--- src/hw/rtl/crs_pkg.sv ---
package crs_pkg;

    // Ring geometry.
    localparam int QUEUE_DEPTH = 128;
    localparam int PTR_W       = $clog2(QUEUE_DEPTH);
    localparam int IDX_W       = $clog2(QUEUE_DEPTH + 1);

    // Field widths.
    localparam int CMD_W  = 64;
    localparam int CNT_W  = 4;
    localparam int SLOT_W = 7;

    typedef logic [PTR_W-1:0]  ptr_t;
    typedef logic [IDX_W-1:0]  idx_t;
    typedef logic [CMD_W-1:0]  cmd_t;
    typedef logic [CNT_W-1:0]  cnt_t;
    typedef logic [SLOT_W-1:0] slot_t;

    // Repeat count after reset.
    localparam cnt_t REPEAT_RESET = cnt_t'(3);

    // Operation codes of an input transaction.
    localparam logic OP_ENQUEUE = 1'b0;
    localparam logic OP_TICK    = 1'b1;

    // Write request into the retry count store.
    typedef struct packed {
        logic en;
        ptr_t idx;
        cnt_t cnt;
    } cnt_wr_t;

endpackage

--- src/hw/rtl/crs_retry_store.sv ---
module crs_retry_store (
    input  logic             clk,
    input  logic             rst_n,
    input  crs_pkg::cnt_wr_t wr,
    input  crs_pkg::ptr_t    rd_idx,
    output crs_pkg::cnt_t    rd_cnt
);

    crs_pkg::cnt_t                       cnt_mem [crs_pkg::QUEUE_DEPTH];
    logic [crs_pkg::QUEUE_DEPTH-1:0]     vld_reg;
    crs_pkg::cnt_t                       rd_data_reg;
    logic                                rd_vld_reg;

    // Count memory: one write port, one registered read port.
    always_ff @(posedge clk)
    begin
        if (wr.en)
        begin
            cnt_mem[wr.idx] <= wr.cnt;
        end
        rd_data_reg <= cnt_mem[rd_idx];
    end

    // Written flags make every slot read as zero straight after reset.
    always_ff @(posedge clk or negedge rst_n)
    begin
        if (!rst_n)
        begin
            vld_reg    <= '0;
            rd_vld_reg <= 1'b0;
        end
        else
        begin
            if (wr.en)
            begin
                vld_reg[wr.idx] <= 1'b1;
            end
            rd_vld_reg <= vld_reg[rd_idx];
        end
    end

    assign rd_cnt = rd_vld_reg ? rd_data_reg : '0;

endmodule

--- config.mk ---
export PLATFORM = sky130hd
export DESIGN_NAME = crs_retry_store
export DESIGN_NICKNAME = d
export VERILOG_FILES = /design/src/hw/rtl/crs_pkg.sv /design/src/hw/rtl/crs_retry_store.sv
export SDC_FILE = /design/constraint.sdc
export NUM_CORES = 1
export LEC_CHECK = 0
export BUFFER_PORTS_ARGS = -buffer_cell sky130_fd_sc_hd__buf_2
export CAP_MARGIN = 20
export CORE_ASPECT_RATIO = 1.1
export CORE_MARGIN = 2
export CORE_UTILIZATION = 46
export CTS_CLUSTER_SIZE = 10
export DETAILED_ROUTE_END_ITERATION = 16
export PLACE_DENSITY = 0.64
export SETUP_SLACK_MARGIN = 0.1
export SLEW_MARGIN = 5
export SYNTH_ARGS = -nofsm -noshare
export SYNTH_HDL_FRONTEND = slang
export SYNTH_SLANG_ARGS = --single-unit
--- constraint.sdc ---
create_clock -name clk -period 2.65 [get_ports clk]
set_input_delay 0.53 -clock clk [delete_from_list [all_inputs] [get_ports clk]]
set_output_delay 0.53 -clock clk [all_outputs]
set_load 0.01 [all_outputs]
# ---- Yosys cells after proc, flatten, opt, wreduce, memory -nomap -nowiden
# Memories as Yosys holds them, arrays and structs flattened. A register that Yosys moved wholly into a read port is not among the register bits.
# Cells that the tools add are included.
dict set report op_classes {
  mux 7
  reduce_logical 1
  n_bitwise 1
  n_lt_le_gt_ge 3
}
# operator count
set ops {}
lappend ops {{OR 128 bit} 1}
lappend ops {{< comparator 7 x 8 -> 1 bit (second input constant)} 2}
lappend ops {{binary-select mux 1 bit (select 7 bit)} 1}
lappend ops {{demux 1 bit (select 7 bit)} 1}
lappend ops {{>= comparator 7 x 1 -> 1 bit (second input constant)} 1}
lappend ops {{2-to-1 mux 1 bit} 4}
lappend ops {{2-to-1 mux 4 bit} 1}
lappend ops {{logical AND 1 bit} 1}
dict set report totals {
  output_inout_bits 4
  regBits 129
  memories 1
  mem_bits_rw 512
  in_bits 21
  word_cells 15
}
# memory depth word_bits rd rd_ports_with_merged_regs wr line
set memory_table {}
lappend memory_table {cnt_mem 128 4 1 1 1 crs_retry_store.sv:9} ;# crs_pkg::cnt_t cnt_mem [crs_pkg::QUEUE_DEPTH];

# ---- Longest topological paths before layout
# Gate-level depths: netlist of run 1.
dict set report logic_depth {
  depth_word 5
  depth_mapped 7
  mapped_depth_nobuf 4
}

# ---- Least setup slack after synthesis of run 1
# Ideal clock, no wire load.
dict set report synth_timing {
  kind {in2reg}
  start {input rd_idx[0]}
  end {register rd_vld_reg}
  path_buffers 2
  t_required_ps 2525
  setup_ps 125
  path_stages 6
  arrival_time_ps 2915
  slack_ps -390
  path_cell_list {buf_2 -> buf_1 -> mux4_2 -> mux4_2 -> mux4_2 -> mux2_2}
}
dict set report synth_via {
  elab_chain_cells 2
}
# item line
set synth_rtl {}
lappend synth_rtl {{start, declared} crs_retry_store.sv:5} ;# input crs_pkg::ptr_t rd_idx,
lappend synth_rtl {{binary-select mux 1 bit (select 7 bit)} crs_retry_store.sv:38} ;# rd_vld_reg <= vld_reg[rd_idx];
lappend synth_rtl {{2-to-1 mux 1 bit (implied by the code)} crs_retry_store.sv:38}
lappend synth_rtl {{end signal, assigned} crs_retry_store.sv:38}
lappend synth_rtl {{end, declared} crs_retry_store.sv:12} ;# logic rd_vld_reg;
# No other way between the ends. The select of a mux whose other input is x is not followed.
# A chain may end at the register's enable or synchronous reset.

==> results of run 1 <==
report_power, final:
part	total, W	switching, W	internal (W)
logic	0.00155	0.000755	0.000794
registers	0.0114	0.000151	0.0112
clock network	0.00934	0.00382	0.00551
path summary, 6_finish.rpt:
path / endpoint / slack [ps]
min in group asynchronous: vld_reg[57]$_DFFE_PN0P_ / 460
worst max register to register: rd_data_reg[1]$_DFF_P_ / 250
max in group asynchronous: vld_reg[27]$_DFFE_PN0P_ / 1430
worst max-delay path: rd_data_reg[3]$_DFF_P_ / 160
worst min register to register: vld_reg[24]$_DFFE_PN0P_ / 460
worst min-delay path: rd_data_reg[0]$_DFF_P_ / 340
logic make-up (layout without fill, tap and decap cells):
family / after synthesis / after routing / share of synthesized area, %
DFF: 645 / 645 / 73.5
and+or+nand+nor: 234 / 234 / 4.34
muxes: 215 / 215 / 18.8
buffers and inverters: 82 / 275 / 1.37
other: 0 / 3 / 0
AOI/OAI and AO/OA: 65 / 65 / 1.92
synthesized netlist by cell type (4+ instances only):
cell,instances
and2_1,4
buf_1,12
buf_2,6
buf_4,7
clkbuf_1,51
dfrtp_1,129
dfxtp_1,4
edfxtp_1,512
inv_1,5
mux2_2,5
mux4_2,210
nand2_1,13
nand3_1,9
nand3b_1,4
nor2_1,131
nor2b_1,4
o21bai_1,65
or2_2,63
area by class of cell:
cell class	count	area share [%]
antenna	3	0.0254
clock buffer	134	7.34
clock inverter	3	0.101
inverter	5	0.0634
multi-input combinational	514	21.6
sequential	645	63.1
tap	736	3.11
timing repair buffer	133	4.64
what timing repair did:
action,4_1_cts,5_1_grt
hold buffers,1,0
setup buffers,0,0
endpoints found under the setup margin,0,0
endpoints found under the hold margin,53,0
worst max-delay path, cell delays in order:
cell and delay [ps]:
buf_8 130, buf_12 200, buf_4 200, mux4_2 550, mux4_2 480, mux4_2 560, mux2_2 310
per-layer routing:
layer / wire, µm / vias to the layer above
met5: 19 / -
met4: 1270 / 4
met3: 2940 / 72
met2: 29900 / 329
met1: 23600 / 6657
li1: - / 5262
metrics by stage:
stage | power, W | area [µm²] | setup slack, ps | hold WS, ps | instances
global route | 0.0230 | 29600 | 131 | 324 | 2173
finish | 0.0223 | 29600 | 165 | 341 | 2173
floorplan | 0.0125 | 25600 | -58.8 | 234 | 1241
CTS | 0.0225 | 29600 | 171 | 310 | 2170
global placement | 0.0131 | 27400 | -433 | 445 | 2032
detailed placement | 0.0132 | 27400 | -466 | 447 | 2032
==> results.yml, run 1 <==
logic_synthesis:
  syn_area_um2: 25400
  syn_inst: 1241
  synth_area_leaders: "edfxtp_1 61%, mux4_2 19%, dfrtp_1 13%"
  synth-seq-area-share_pct: 73.5
  synthArstFlopShare_pct: 20.0
  synth_edf_count: 512
  ys_ff_latch: 645
  synth_top_area_cell: "edfxtp_1"
  synthDistinctLibCells: 22
  avgSynthCellArea_um2: 20.5
  syn-num-nets: 1262
  synth_top_area_share_pct: 60.5
  synth_flop_cell: "edfxtp_1"
  yosys_warnings: 0
layout:
  drive_above_1_share_pct: 34.4
  final_common_cell: "edfxtp_1"
  largest_reg_flops: 512
  layout_common_cells: "512 x edfxtp_1, 210 x mux4_2, 131 x nor2_1, 129 x dfrtp_1, 80 x buf_4"
  multiInputGateArea_um2: 6380
  fin_util_pct: 54.1
  nets: 1395
  synthToLayoutAreaGrowth_pct: 16.4
  num-fill-cells: 4225
  register_area_um2: 18700
timing:
  max_freq_mhz: 402
  finalMaxSlewViolations: 0
  finalSetupTns_ps: 0
  period_share_pct: 93.8
  setup_viol: 0
  fin_skew_ps: 27.6
  worstMarginPinSlew_ps: 626
  hold_viol_final: 0
  fin_crit_ps: 2490
  grt_setup_unrepaired: "no"
  slew_headroom_pct: 58.3
critical_path:
  rr_worst_depth: 4
  r2r_start: "cnt_mem[109][1]$_DFFE_PP_"
  setup.worst_path.start: "rd_idx[0]"
  required_ps: 3130
  critPathKind: "primary input to flop"
  worst_setup_path_start_kind: "primary input"
  worstPathArrival_ps: 2970
  crit_fanout: 19
  end_kind: "flop"
route:
  dr.pass1.iters: 5
  drc: 0
  vias: 12300
  wl_per_cell_um: 26.6
  drtIter0Drc: 866
  ant_nets: 0
  routed_wirelength_um: 57700
  viasPerCell: 5.67
place:
  dp_hpwl_um: 38000
  gp_congestion: 0.803
  portBuffers: 24
die:
  io_pins: 25
  die_x_um: 228
  dieHeight_um: 250
  num_rows: 90
  die_area_um2: 57100
  initial_core_util_pct: 46.4
  coreArea_um2: 54700
global_route:
  grt_pass1_vias: 13300
  grt_overflow: 0
  track_usage_pct: 21.0
  met3_usage_pct: 3.88
  grt_pass1_wl_um: 88200
  grt_use_met2_pct: 35.7
  busiest_layer: "met2"
  grt_use_met1_pct: 27.4
  antenna_found_initial: 5
  grt_max_degree: 57
min_path:
  whs_path_depth: 2
  hp-class: "primary input to flop"
  min-delay-start: "rd_idx[5]"
cts:
  cts_buffer_depth: 3
  postCtsResizedCells: 0
  cts_inserted_buffers: 75
  cts.sinks: 645
  cts_tree: "built"
  clk_pin_slew_ps: 60
  cts_root_buf: "clkbuf_16"
  clk_latency_ps: 600
  htreeDepth: 3
flow_run:
  max_cap_violations: 0
pwr:
  worst_ir_drop_vdd_mv: 0.538
  cellPowerDensity_nw_per_um2: 753
  leakagePower_nw: 10.2
outcome:
  run_status: "finished, final reports clean"
Note: power is estimated with default switching activity, not from simulation.
==> inputs of run 2 (changes only) <==
--- a/config.mk
+++ b/config.mk
@@ -12,6 +12,7 @@
 export CORE_UTILIZATION = 46
 export CTS_CLUSTER_SIZE = 10
 export DETAILED_ROUTE_END_ITERATION = 16
+export GPL_TIMING_DRIVEN = 0
 export PLACE_DENSITY = 0.64
 export SETUP_SLACK_MARGIN = 0.1
 export SLEW_MARGIN = 5
==> results.yml, run 2 (synthesized netlist as in run 1, its figures left out) <==
outcome:
  run_status: "finished, final reports clean"
route:
  dr.pass1.iters: 5
  ant_nets: 0
  routed_wirelength_um: 61900
  wl_per_cell_um: 28.9
  drc: 0
  viasPerCell: 5.88
  vias: 12600
  drtIter0Drc: 1133
pwr:
  finalPower_w: 0.0225
  swShare_pct: 21.2
  p_switching_w: 0.00476
  p_comb_share_pct: 6.9
  worst_ir_drop_vdd_mv: 0.446
  p_int_w: 0.0177
  cellPowerDensity_nw_per_um2: 769
  pwr-share-clk_pct: 42.4
  leakagePower_nw: 9.94
  power_frac_seq_pct: 50.7
die:
  coreArea_um2: 54700
  die_x_um: 228
  io_pins: 25
  die_area_um2: 57100
  initial_core_util_pct: 46.4
  dieHeight_um: 250
  num_rows: 90
place:
  dpl-instance-area_um2: 26800
  gp_congestion: 0.814
  portBuffers: 16
  dp_hpwl_um: 41700
  pre_cts_slack_ps: -944
timing:
  period_share_pct: 97.3
  fin_crit_ps: 2580
  max_freq_mhz: 388
  fin_ws_ps: 72.3
  hold_viol_final: 0
  grt_setup_unrepaired: "yes"
  worstMarginPinSlew_ps: 1120
  finalSetupTns_ps: 0
  setup_viol: 0
  fin_skew_ps: 16.3
  slew_headroom_pct: 25.2
  finalMaxSlewViolations: 0
critical_path:
  critPathKind: "primary input to flop"
  cp_common_cell: "clkbuf_1"
  slowest_stage: "clkbuf_1"
  cpPeakStageDelay_ps: 890
  worstPathArrival_ps: 3040
  worst_setup_path_start_kind: "primary input"
  cp_cell_sequence: "buf_2 > clkbuf_1 > nand3b_1 > clkbuf_1 > nor2_1 > or2_2"
  crit_buf_inv: 3
  cpLargestDelayFamily: "buffers and inverters"
  crit_fanout: 10
  end_kind: "flop"
  required_ps: 3120
global_route:
  grt_max_degree: 92
  grt_overflow: 0
  antenna_found_initial: 4
  track_usage_pct: 22.4
  grt_pass1_wl_um: 91700
  grt_pass1_vias: 13100
cts:
  cts_setup_buffers: 0
  cts_root_buf: "clkbuf_16"
  clk_latency_ps: 600
  clk_pin_slew_ps: 50
  cts_inserted_buffers: 75
  htreeDepth: 3
  cts.sinks: 645
  cts_buffer_depth: 3
  cts_tree: "built"
min_path:
  hp-class: "primary input to flop"
layout:
  nets: 1366
  final_common_cell: "edfxtp_1"
  fin_util_pct: 53.4
  final_area_um2: 29200
  layout_common_cells: "512 x edfxtp_1, 210 x mux4_2, 129 x dfrtp_1, 122 x nor2_1, 81 x clkbuf_16"
  largest_reg_flops: 512
  synthToLayoutAreaGrowth_pct: 15.0
  drive_above_1_share_pct: 32.1
flow_run:
  max_cap_violations: 0
[run 2: cell types whose count changed in the layout (fill, tap and decap cells not counted), sizes merged]
cell | previous run | this run
clkinv | 3 | 1
buf | 132 | 50
clkbuf | 134 | 187
clkdlybuf4s15 | 0 | 4
diode | 3 | 1
[run 2: metal layers]
metal / GRT usage, % / wire, µm / up-vias
met5: 0 / 23 / -
met4: 7.39 / 1670 / 4
met1: 31.0 / 25300 / 6822
met3: 4.17 / 4220 / 99
li1: - / - / 5200
met2: 36.3 / 30800 / 486
[run 2: path summary, 6_finish.rpt]
kind	slack [ps]	depth (start not counted)	start	to
worst max-delay path	70	6	wr[4]	vld_reg[40]$_DFFE_PN0P_
worst min register to register	460	1	vld_reg[79]$_DFFE_PN0P_	vld_reg[79]$_DFFE_PN0P_
min in group asynchronous	410	2	rst_n	vld_reg[99]$_DFFE_PN0P_
worst max register to register	290	4	cnt_mem[101][1]$_DFFE_PP_	rd_data_reg[1]$_DFF_P_
max in group asynchronous	1410	3	rst_n	vld_reg[7]$_DFFE_PN0P_
worst min-delay path	280	2	rd_idx[5]	rd_data_reg[2]$_DFF_P_
[run 2: repair_timing]
item                       CTS  global route
hold buffers                 1             0
gates resized for setup     23            30
hold endpoints to repair    38             0
setup endpoints to repair   73           139
[run 2: power by group through the flow]
stage | Combinational (W) | Sequential, W | Clock [W]
after floorplan | 0.000951 | 0.0115 | 0
after global placement | 0.00148 | 0.0116 | 0
after detailed placement | 0.00154 | 0.0116 | 0
after CTS | 0.00156 | 0.0114 | 0.00968
after global routing | 0.00164 | 0.0114 | 0.0101
final | 0.00154 | 0.0114 | 0.00953
[run 2: cell type report]
| type | count | area, µm² |
|---|---|---|
| buffer | 77 | 616 |
| inverter | 5 | 18.8 |
| fill | 4261 | 25500 |
| tap | 736 | 921 |
| clock inverter | 1 | 5.00 |
| sequential | 645 | 18700 |
| multi-input combinational | 514 | 6400 |
| timing repair buffer | 27 | 313 |
| clock buffer | 138 | 2260 |
| antenna | 1 | 2.50 |
[run 2: metrics by stage]
stage	instances	hold WS, ps
after floorplan	1241	234
after global placement	1993	444
after detailed placement	2003	450
after CTS	2143	246
after global routing	2144	275
final	2144	277
[run 2: worst register-to-register path, stage by stage, from the launching register on]
cell	delay [ps]
edfxtp_1	370
mux4_2	520
mux4_2	560
mux4_2	520
mux2_2	290
==> inputs of run 3 (changes only) <==
==> constraint.sdc (replaced) <==
create_clock -name clk -period 3.11 [get_ports clk]
set_input_delay 0.622 -clock clk [delete_from_list [all_inputs] [get_ports clk]]
set_output_delay 0.622 -clock clk [all_outputs]
set_load 0.01 [all_outputs]
==> results.yml, run 3 (synthesized netlist as in run 1, its figures left out) <==
outcome:
  run_status: "finished, violations left"
  violations: "negative hold slack"
pwr:
  power_frac_seq_pct: 51.2
  swShare_pct: 21.4
  cellPowerDensity_nw_per_um2: 657
  worst_ir_drop_vdd_mv: 0.530
  finalPower_w: 0.0190
  p_int_w: 0.0149
  p_switching_w: 0.00406
  leakagePower_nw: 9.78
  pwr-share-clk_pct: 42.1
  p_comb_share_pct: 6.7
timing:
  max_freq_mhz: 339
  hold_slack_ps: -13.9
  finalMaxSlewViolations: 0
  grt_setup_unrepaired: "no"
  fin_skew_ps: 19.3
  fin_crit_ps: 2950
  setup_viol: 0
  hold_viol_final: 4
  worstMarginPinSlew_ps: 1200
  slew_headroom_pct: 19.9
  period_share_pct: 95.0
  fin_ws_ps: 156
cts:
  postCtsHoldBufs: 0
  htreeDepth: 3
  clk_pin_slew_ps: 50
  clk_latency_ps: 600
  cts_inserted_buffers: 75
  cts_root_buf: "clkbuf_16"
  cts.sinks: 645
  cts_setup_buffers: 0
  cts_buffer_depth: 3
  cts_tree: "built"
global_route:
  grt_max_degree: 93
  grt_pass1_vias: 13300
  grt_pass1_wl_um: 91700
  grt_overflow: 0
  track_usage_pct: 22.4
  antenna_found_initial: 6
route:
  viasPerCell: 5.85
  drc: 0
  vias: 12500
  dr.pass1.iters: 5
  routed_wirelength_um: 62000
  ant_nets: 0
  drtIter0Drc: 1115
  wl_per_cell_um: 29.0
layout:
  layout_common_cells: "512 x edfxtp_1, 210 x mux4_2, 131 x nor2_1, 129 x dfrtp_1, 87 x clkbuf_1"
  largest_reg_flops: 512
  antennaDiodeCount: 0
  nets: 1364
  synthToLayoutAreaGrowth_pct: 13.6
  drive_above_1_share_pct: 30.1
  num-fill-cells: 4366
  final_common_cell: "edfxtp_1"
die:
  io_pins: 25
  dieHeight_um: 250
  num_rows: 90
  initial_core_util_pct: 46.4
  die_area_um2: 57100
  coreArea_um2: 54700
  die_x_um: 228
place:
  pre_cts_slack_ps: -850
  portBuffers: 16
  dp_hpwl_um: 41600
  gp_congestion: 0.834
critical_path:
  cp_common_cell: "mux4_2"
  r2r-end: "rd_data_reg[3]$_DFF_P_"
  r2r_slack_ps: 710
  r2r_start: "cnt_mem[117][3]$_DFFE_PP_"
  cpLargestDelayFamily: "multiplexers"
  end_kind: "flop"
  rr_worst_depth: 4
  worst_setup_path_start_kind: "primary input"
  required_ps: 3590
  cp_cell_sequence: "buf_2 > buf_6 > buf_4 > mux4_2 > mux4_2 > mux4_2 > mux2_2"
  crit_fanout: 10
  crit_buf_inv: 3
  worstPathArrival_ps: 3430
  slowest_stage: "mux4_2"
  cpPeakStageDelay_ps: 610
  critPathKind: "primary input to flop"
min_path:
  hp-class: "primary input to async pin"
flow_run:
  max_cap_violations: 0
-- run 3: changes by cell type in the layout (fill, tap and decap cells not counted), sizes merged --
cell,previous run,this run
clkbuf,187,182
buf,50,51
dlygate4sd3,1,0
clkdlybuf4s15,4,0
diode,1,0
inv,5,7
-- run 3: routing by layer --
metal	share of wire [%]	GRT usage, %	vias to the layer above	wire length, µm
met1	39	28.8	6748	24100
met5	0.081	0	-	50
met3	6.2	3.98	114	3860
met4	3.3	8.87	8	2060
li1	-	-	5178	-
met2	52	38.3	456	32000
-- run 3: how the worst max path moves through the flow --
stage,end,start,cells past startpoint,slack (ps)
floorplan,rd_vld_reg$_DFF_PN0_,rd_idx[2],7,150
global placement,rd_data_reg[3]$_DFF_P_,rd_idx[2],7,-760
detailed placement,rd_data_reg[3]$_DFF_P_,rd_idx[2],7,-850
CTS,rd_data_reg[3]$_DFF_P_,rd_idx[2],7,90
global route,rd_data_reg[3]$_DFF_P_,rd_idx[0],7,120
finish,rd_data_reg[3]$_DFF_P_,rd_idx[0],7,160
-- run 3: cell type report --
cell class / instances / area (µm²) / share of cell area [%]
flip-flops and latches: 645 / 18700 / 64.7
multi-input cells: 514 / 6380 / 22.1
clock inverters: 3 / 21.3 / 0.0737
inverters: 5 / 18.8 / 0.0650
clock buffers: 131 / 2180 / 7.56
plain buffers: 77 / 390 / 1.35
well taps: 736 / 921 / 3.19
repair buffers: 25 / 279 / 0.966
-- run 3: timing repair --
| action | in CTS | in global routing |
|---|---|---|
| endpoints found under the setup margin | 5 | 4 |
| gates resized for setup | 17 | 2 |
| pin swaps | 0 | 0 |
-- run 3: power groups by stage --
stage | clock network, W | logic [W] | registers (W)
after global routing | 0.00846 | 0.00136 | 0.00973
after detailed placement | 0 | 0.00128 | 0.00987
after CTS | 0.00810 | 0.00129 | 0.00970
after floorplan | 0 | 0.000779 | 0.00983
after global placement | 0 | 0.00123 | 0.00987
final | 0.00799 | 0.00128 | 0.00971
-- run 3: metrics by stage --
| step | cell area (µm²) | setup TNS, ps | util (%) | std cells |
|---|---|---|---|---|
| floorplan | 25400 | 0 | - | 1241 |
| global placement | 26400 | -94310 | 48.3 | 1993 |
| detailed placement | 26600 | -33800 | 48.6 | 2001 |
| CTS | 28900 | 0 | 52.7 | 2135 |
| global route | 28900 | 0 | 52.8 | 2136 |
| finish | 28900 | 0 | 52.8 | 2136 |
